--- config.mk ---
export PLATFORM = sky130hd
export DESIGN_NAME = eil_ctrl
export DESIGN_NICKNAME = d
export VERILOG_FILES = /design/src/eil_pkg.sv /design/src/eil_ctrl.sv
export SDC_FILE = /design/constraint.sdc
export NUM_CORES = 1
export LEC_CHECK = 0
export ABC_AREA = 1
export BUFFER_PORTS_ARGS = -buffer_cell sky130_fd_sc_hd__buf_2
export CAP_MARGIN = 15
export CORE_AREA = 2 2 39 41
export CTS_CLUSTER_DIAMETER = 200
export CTS_CLUSTER_SIZE = 8
export DETAILED_ROUTE_END_ITERATION = 6
export DIE_AREA = 0 0 41 43
export HOLD_SLACK_MARGIN = 0.12
export SLEW_MARGIN = 10
export SYNTH_ARGS = -nofsm -noshare
export SYNTH_HDL_FRONTEND = slang
export SYNTH_SLANG_ARGS = --single-unit
--- constraint.sdc ---
create_clock -name aclk -period 1.98 [get_ports aclk]
set_input_delay 0.198 -clock aclk [delete_from_list [all_inputs] [get_ports aclk]]
set_output_delay 0.198 -clock aclk [all_outputs]
set_load 0.01 [all_outputs]
--- src/eil_pkg.sv ---
package eil_pkg;

    // operation codes carried in s_tuser
    localparam logic OP_WRITE  = 1'b0;
    localparam logic OP_SEARCH = 1'b1;

    // configuration register indexes
    localparam logic REG_TABLE_BASE  = 1'b0;
    localparam logic REG_ENTRY_COUNT = 1'b1;

    localparam int CFG_ADDR_W = 1;
    localparam int CFG_DATA_W = 32;
    localparam int COUNT_W    = 11;
    localparam int SLOT_W     = 10;
    localparam int WORD_W     = 32;

    // input tdata layout, lowest bit first
    localparam int IN_SLOT_LO = 0;
    localparam int IN_FW_LO   = IN_SLOT_LO + SLOT_W;
    localparam int IN_DW_LO   = IN_FW_LO + WORD_W;
    localparam int IN_PC_LO   = IN_DW_LO + WORD_W;
    localparam int IN_BITS    = IN_PC_LO + WORD_W;
    localparam int S_TDATA_W  = ((IN_BITS + 7) / 8) * 8;

    // output tdata layout, lowest bit first
    localparam int OUT_IDX_LO = 0;
    localparam int OUT_FA_LO  = OUT_IDX_LO + SLOT_W;
    localparam int OUT_UD_LO  = OUT_FA_LO + WORD_W;
    localparam int OUT_BITS   = OUT_UD_LO + WORD_W;
    localparam int M_TDATA_W  = ((OUT_BITS + 7) / 8) * 8;
    localparam int M_TUSER_W  = 2;

    typedef enum logic [1:0] {
        RES_ZERO,
        RES_MISS,
        RES_HIT
    } res_kind_t;

    typedef struct packed {
        logic      init;
        logic      wr;
        logic      issue;
        logic      fetch_best;
        logic      step;
        logic      load;
        res_kind_t kind;
    } eil_cmd_t;

    typedef struct packed {
        logic lo_lt_hi;
        logic lo_zero;
        logic out_free;
    } eil_sts_t;

endpackage

--- src/eil_ctrl.sv ---
module eil_ctrl (
    input  logic              aclk,
    input  logic              aresetn,
    input  logic              s_tvalid,
    output logic              s_tready,
    input  logic              s_tuser,
    input  eil_pkg::eil_sts_t sts,
    output eil_pkg::eil_cmd_t cmd
);

    typedef enum logic [1:0] {
        S_IDLE,
        S_PROBE,
        S_EVAL,
        S_EMIT
    } state_t;

    state_t              state_reg;
    eil_pkg::res_kind_t  kind_reg;
    logic                accept;

    assign s_tready = (state_reg == S_IDLE);
    assign accept   = s_tvalid && s_tready;

    always_comb begin
        cmd = '0;
        cmd.kind = kind_reg;
        case (state_reg)
            S_IDLE: begin
                cmd.init = accept && (s_tuser == eil_pkg::OP_SEARCH);
                cmd.wr   = accept && (s_tuser == eil_pkg::OP_WRITE);
            end
            S_PROBE: begin
                if (sts.lo_lt_hi) begin
                    cmd.issue = 1'b1;
                end else if (!sts.lo_zero) begin
                    // search done, read back the entry before the upper bound
                    cmd.issue      = 1'b1;
                    cmd.fetch_best = 1'b1;
                end
            end
            S_EVAL: begin
                cmd.step = 1'b1;
            end
            S_EMIT: begin
                cmd.load = sts.out_free;
            end
            default: begin
                cmd = '0;
            end
        endcase
    end

    always_ff @(posedge aclk) begin
        if (!aresetn) begin
            state_reg <= S_IDLE;
            kind_reg  <= eil_pkg::RES_ZERO;
        end else begin
            case (state_reg)
                S_IDLE: begin
                    if (accept) begin
                        if (s_tuser == eil_pkg::OP_SEARCH) begin
                            state_reg <= S_PROBE;
                        end else begin
                            kind_reg  <= eil_pkg::RES_ZERO;
                            state_reg <= S_EMIT;
                        end
                    end
                end
                S_PROBE: begin
                    if (sts.lo_lt_hi) begin
                        state_reg <= S_EVAL;
                    end else if (sts.lo_zero) begin
                        kind_reg  <= eil_pkg::RES_MISS;
                        state_reg <= S_EMIT;
                    end else begin
                        kind_reg  <= eil_pkg::RES_HIT;
                        state_reg <= S_EMIT;
                    end
                end
                S_EVAL: begin
                    state_reg <= S_PROBE;
                end
                S_EMIT: begin
                    if (sts.out_free) begin
                        state_reg <= S_IDLE;
                    end
                end
                default: begin
                    state_reg <= S_IDLE;
                end
            endcase
        end
    end

endmodule

==> out/metrics.yaml, run 1 <==
critPathArrivalTime_ps: 1230
fp.dieW_um: 41
hold_violations: 0
whs_endpoint: "state_reg[0]$_SDFFE_PN0P_"
synth_cell_types: 16
p_per_area_nw_per_um2: 747
synthToLayoutAreaGrowth_pct: 38.5
core-area_um2: 1380
die_y_um: 43
crit_path_top_delay_cell: "dfxtp_1"
place_hpwl_um: 561
grt_pass1_wl_um: 1120
cp_common_cell: "nand2_1"
numCtsBuffers: 3
gp_congestion: 0.762
layout.nets: 71
ys_seq_area_share_pct: 29.0
h-tree-depth: 1
finalSetupViolCount: 0
cts_tree: "yes"
synth_top_family_by_area: "simple AND/OR/NAND/NOR gates"
path_class: "reg2out"
io_pins: 16
holdCritStartpoint: "aresetn"
path_max_fanout: 8
setup_tns_ps: 0
postRouteAntennaNets: 0
grt_pass1_vias: 276
grt_max_degree: 9
p_leak_nw: 0.234
hold_depth: 3
slew_headroom_pct: 74.9
root_buffer: "clkbuf_4"
antenna_found_initial: 0
synth_compound_area_share_pct: 6.33
crit_path_max_incr_delay_ps: 540
rows: 14
critical_path_required_ps: 1780
yosys.area_share.xor_xnor_pct: 0
hold_buffers: 0
grt_usage_pct: 9.64
synth_fa_ha_area_share_pct: 0
cp-end-kind: "output port"
via_per_inst: 4.13
reg2reg_slack_ps: 900
drc: 0
die_area_um2: 1760
holdWs_ps: 191
status: "finished clean"
cts-resized-gates: 0
drt-pass1-iter-count: 2
muxShareOfSynthArea_pct: 0
maxSlewViolCount: 0
drtIter0Drc: 2
ys_ff_latch: 4
io_buffer_count: 15
crit_chain: "inv_4 > nor2_2 > nand2_1 > nand2_1 > buf_2"
post_dp_cell_area_um2: 360
yosys_warnings: 0
stdcell_area_um2: 383
avgSynthCellArea_um2: 6.14
cp-start-kind: "flop"
fmax_mhz: 702
r2r_cells: 6
drv_cap: 0
worstMarginPinSlew_ps: 375
worst_clock_skew_ps: 5.50
clk_latency_ps: 240
wirelength_um: 668
start_util_pct: 20.0
synthCells: 45
rr_startpoint: "state_reg[0]$_SDFFE_PN0P_"
synth_area_um2: 277
dr_total_vias: 322
cts_setup_buffers: 0
vdd_drop_max_mv: 0.339
min_period_ps: 1420
synth_nets: 52
pre_cts_slack_ps: 814
clkSlewWorstSetupHoldPaths_ps: 40
rsz0062_at_grt: "false"
overflow: 0
clk_path_buf_depth: 2
setup_ws_ps: 556
synth-simple-area-share_pct: 47.5
hp-class: "in2reg"
finalCritPeriodShare_pct: 71.9
wl_per_cell_um: 8.56
drive_gt1_share_pct: 40.3
diodes: 0
cts_sinks: 4
r2r_end: "kind_reg[1]$_SDFFE_PN0P_"
synthesized netlist by cell type:
cell type	number	area, µm²
nand2_1	9	33.8
inv_1	7	26.3
nor2_1	7	26.3
nand3_1	5	25.0
dfxtp_1	4	80.1
nand2_2	2	12.5
nor2_2	2	12.5
a21boi_1	1	7.51
a21oi_1	1	5.00
buf_6	1	11.3
inv_2	1	3.75
inv_4	1	6.26
nand3_2	1	10.0
nor3_1	1	5.00
nor4_1	1	6.26
o21ai_0	1	5.00
layout by cell type, fill, tap and decap left out:
| cell type | synthesis | routed |
|---|---|---|
| buf_2 | 0 | 15 |
| nand2_1 | 9 | 9 |
| nor2_1 | 7 | 7 |
| inv_1 | 7 | 7 |
| nand3_1 | 5 | 5 |
| dfxtp_1 | 4 | 4 |
| clkbuf_4 | 0 | 3 |
| nor2_2 | 2 | 2 |
| nand2_2 | 2 | 2 |
| inv_2 | 1 | 1 |
| nand3_2 | 1 | 1 |
| inv_4 | 1 | 1 |
| nor3_1 | 1 | 1 |
| nor4_1 | 1 | 1 |
| o21ai_0 | 1 | 1 |
| a21oi_1 | 1 | 1 |
| a21boi_1 | 1 | 1 |
kinds of logic (layout without fill, tap and decap cells):
| family | Yosys count | count (layout) |
|---|---|---|
| buf+inv | 10 | 27 |
| simple gates | 28 | 28 |
| compound gates | 3 | 3 |
| flops | 4 | 4 |
through the flow:
stage / std cells / power [mW] / utilization, %
3_3_place_gp: 75 / 0.185 / 26.0
3_5_place_dp: 75 / 0.185 / 26.0
2_1_floorplan: 45 / 0.158 / -
6_report: 78 / 0.286 / 27.7
5_1_grt: 78 / 0.309 / 27.7
4_1_cts: 78 / 0.294 / 27.7
worst max-delay path: cells and delay by family, from the launching register on:
kind / cells / cell delay (ps)
simple gates: 3 / 250
flops: 1 / 540
buf+inv: 2 / 190
area by class of cell:
type / instances / area (µm²)
Fill cell: 163 / 1000
Multi-Input combinational cell: 31 / 149
Sequential cell: 4 / 80.1
Timing Repair Buffer: 15 / 75.1
Inverter: 9 / 36.3
Clock buffer: 3 / 22.5
Tap cell: 16 / 20.0
worst max path at each step:
stage | startpoint | depth (start not counted) | end
floorplan | state_reg[0]$_SDFFE_PN0P_ | 2 | cmd[7]
CTS | state_reg[0]$_SDFFE_PN0P_ | 5 | cmd[5]
finish | state_reg[0]$_SDFFE_PN0P_ | 5 | cmd[5]
global placement | state_reg[0]$_SDFFE_PN0P_ | 5 | cmd[5]
global route | state_reg[0]$_SDFFE_PN0P_ | 5 | cmd[5]
detailed placement | state_reg[0]$_SDFFE_PN0P_ | 5 | cmd[5]
power breakdown:
part           total, mW  internal (mW)  switching [mW]
Sequential         0.102         0.0896          0.0127
Combinational     0.0804         0.0339          0.0465
Clock              0.103         0.0679          0.0355
Total              0.286          0.191          0.0946
per-layer routing:
layer  routed length, µm  track usage, %  part of all wire [%]
met1                 287            11.6                    43
met2                 316            12.5                    47
met3                  64            8.90                   9.6
met4                   0            2.00                     0
met5                   0               0                     0
No activity file was read; power rests on OpenSTA's default activity.
==> run 2, diff against run 1 <==
Clock period 1.98 ns to 1.2 ns, I/O delays scaled along.
==> run 2 against run 1 <==
Compared with the run above:
- sequential cell count unchanged
- largest power group is now sequential cells
- hold slack improved by 2.4 ps
- register-to-register slack worse by 580 ps
- routed wire length grew 0.30%
- critical path type unchanged
- final cell count up 1.3%
- die area stayed put
- worst setup slack worse by 510 ps
- combinational power increased by 72%
- first-iteration DRC count up 100%
- critical endpoint unchanged
==> out/metrics.yaml, run 2 (same netlist as run 1, synthesis figures left out) <==
status: "finished clean"
root_buffer: "clkbuf_4"
clk_latency_ps: 240  # about the same
maxSlewViolCount: 0  # unchanged
p_leak_nw: 0.240  # +2.6%
p_per_area_nw_per_um2: 1180  # +58%
core-area_um2: 1380  # unchanged
setup_ws_ps: 49.5  # -507 ps
numCtsBuffers: 3  # unchanged
hp-class: "in2reg"
grt_pass1_vias: 279  # +1.1%
layout.nets: 72  # +1.4%
die_area_um2: 1760  # unchanged
drive_gt1_share_pct: 42.9  # +2.5 points
cp-start-kind: "flop"
place_hpwl_um: 561  # unchanged
placed_cells: 75  # unchanged
gp_congestion: 0.761  # about the same
via_per_inst: 4.10  # -0.65%
antenna_found_initial: 0  # unchanged
post-route-util_pct: 29.3  # +1.6 points
worstMarginPinSlew_ps: 196  # -179 ps
wirelength_um: 670  # +0.30%
slew_headroom_pct: 86.8  # +12 points
crit_path_max_incr_delay_ps: 400  # -140 ps
holdWs_ps: 193  # +2.37 ps
min_period_ps: 1150
cts_tree: "yes"
fmax_mhz: 869
cts_setup_buffers: 0  # unchanged
pre_cts_slack_ps: 112  # -702 ps
cp-end-kind: "output port"
fp.dieW_um: 41  # unchanged
path_class: "reg2out"
synthToLayoutAreaGrowth_pct: 46.6
final_common_cell: "buf_2"
drv_cap: 0  # unchanged
drtIter0Drc: 4  # +2
io_pins: 16  # unchanged
grt_usage_pct: 9.74  # +0.10 points
drc: 0  # unchanged
overflow: 0  # unchanged
fin_cells: 79  # +1.3%
io_buffer_count: 15  # unchanged
finalCritPeriodShare_pct: 95.9
dr_total_vias: 324  # +0.62%
die_y_um: 43  # unchanged
rows: 14  # unchanged
rsz0062_at_grt: "true"
vdd_drop_max_mv: 0.558  # +65%
critical_path_required_ps: 1080  # -700 ps
cp_common_cell: "nand2_1"
cts_sinks: 4  # unchanged
crit_chain: "inv_4 > nor2_4 > nand2_1 > nand2_1 > buf_2"
grt_max_degree: 9  # unchanged
fillers: 160  # -1.8%
diodes: 0  # unchanged
clkSlewWorstSetupHoldPaths_ps: 40  # about the same
hold_violations: 0  # unchanged
final_cell_mix: "buf_2 (15), nand2_1 (9), nor2_1 (7), inv_1 (7), nand3_1 (5)"
finalSetupViolCount: 0  # unchanged
worst_clock_skew_ps: 5.50  # +0.00337 ps
clk_path_buf_depth: 2  # unchanged
path_max_fanout: 8  # unchanged
drt-pass1-iter-count: 2  # unchanged
postRouteAntennaNets: 0  # unchanged
wl_per_cell_um: 8.48  # -0.97%
start_util_pct: 20.0  # unchanged
crit_path_top_delay_cell: "dfxtp_4"
grt_pass1_wl_um: 1130  # +1.3%
h-tree-depth: 1  # unchanged
critPathArrivalTime_ps: 1030  # -200 ps
[run 2: cell types whose count changed in the layout (fill, tap and decap cells not counted)]
cell / before / now
dfxtp_1: 4 / 2
dfxtp_4: 0 / 2
dlygate4sd3_1: 0 / 1
nor2_2: 2 / 1
nor2_4: 0 / 1
[run 2: worst paths after layout]
| kind | start | to | slack [ps] | cells after the start |
|---|---|---|---|---|
| hold / removal | sts[0] | state_reg[1]$_SDFFE_PN0P_ | 190 | 4 |
| setup reg to reg | state_reg[0]$_SDFFE_PN0P_ | kind_reg[1]$_SDFFE_PN0P_ | 320 | 6 |
| hold reg to reg | kind_reg[1]$_SDFFE_PN0P_ | kind_reg[1]$_SDFFE_PN0P_ | 470 | 2 |
| setup / recovery | state_reg[0]$_SDFFE_PN0P_ | cmd[5] | 50 | 5 |
[run 2: layer usage]
| layer | share of wire [%] | vias up | global-route usage [%] |
|---|---|---|---|
| li1 | - | 175 | - |
| met1 | 42 | 138 | 11.9 |
| met2 | 48 | 11 | 12.5 |
| met3 | 9.6 | 0 | 8.90 |
| met4 | 0 | 0 | 2.00 |
| met5 | 0 | - | 0 |
[run 2: area by class of cell]
class / count / area (µm²) / share of cell area [%]
sequential: 4 / 87.6 / 21.6
timing repair buffer: 16 / 85.1 / 21.0
clock buffer: 3 / 22.5 / 5.56
tap: 16 / 20.0 / 4.94
multi-input combinational: 31 / 154 / 38.0
inverter: 9 / 36.3 / 8.95
[run 2: what timing repair did]
item,in CTS,in global routing
hold endpoints to repair,1,0
gates resized for setup,3,2
hold buffers,1,0
pin swaps,0,1
setup endpoints to repair,5,3
[run 2: stage by stage]
| stage | instance area, µm² | total power [mW] | setup TNS [ps] |
|---|---|---|---|
| after floorplan | 277 | 0.261 | 0 |
| after global placement | 360 | 0.305 | 0 |
| after detailed placement | 360 | 0.306 | 0 |
| after CTS | 398 | 0.489 | 0 |
| after global routing | 405 | 0.518 | -28.5 |
| final | 405 | 0.479 | 0 |
[run 2: power by group]
| group | switching (mW) | internal (mW) | leakage, nW | total, mW |
|---|---|---|---|---|
| sequential | 0.0220 | 0.149 | 0.0342 | 0.171 |
| combinational | 0.0783 | 0.0597 | 0.192 | 0.138 |
| clock | 0.0584 | 0.112 | 0.0138 | 0.170 |
| total | 0.159 | 0.321 | 0.240 | 0.479 |
[run 2: critical path, delay by kind of cell, from the launching register on]
family                 cells  cell delay, ps
DFF                        1             400
buffers and inverters      2             180
and+or+nand+nor            3             210
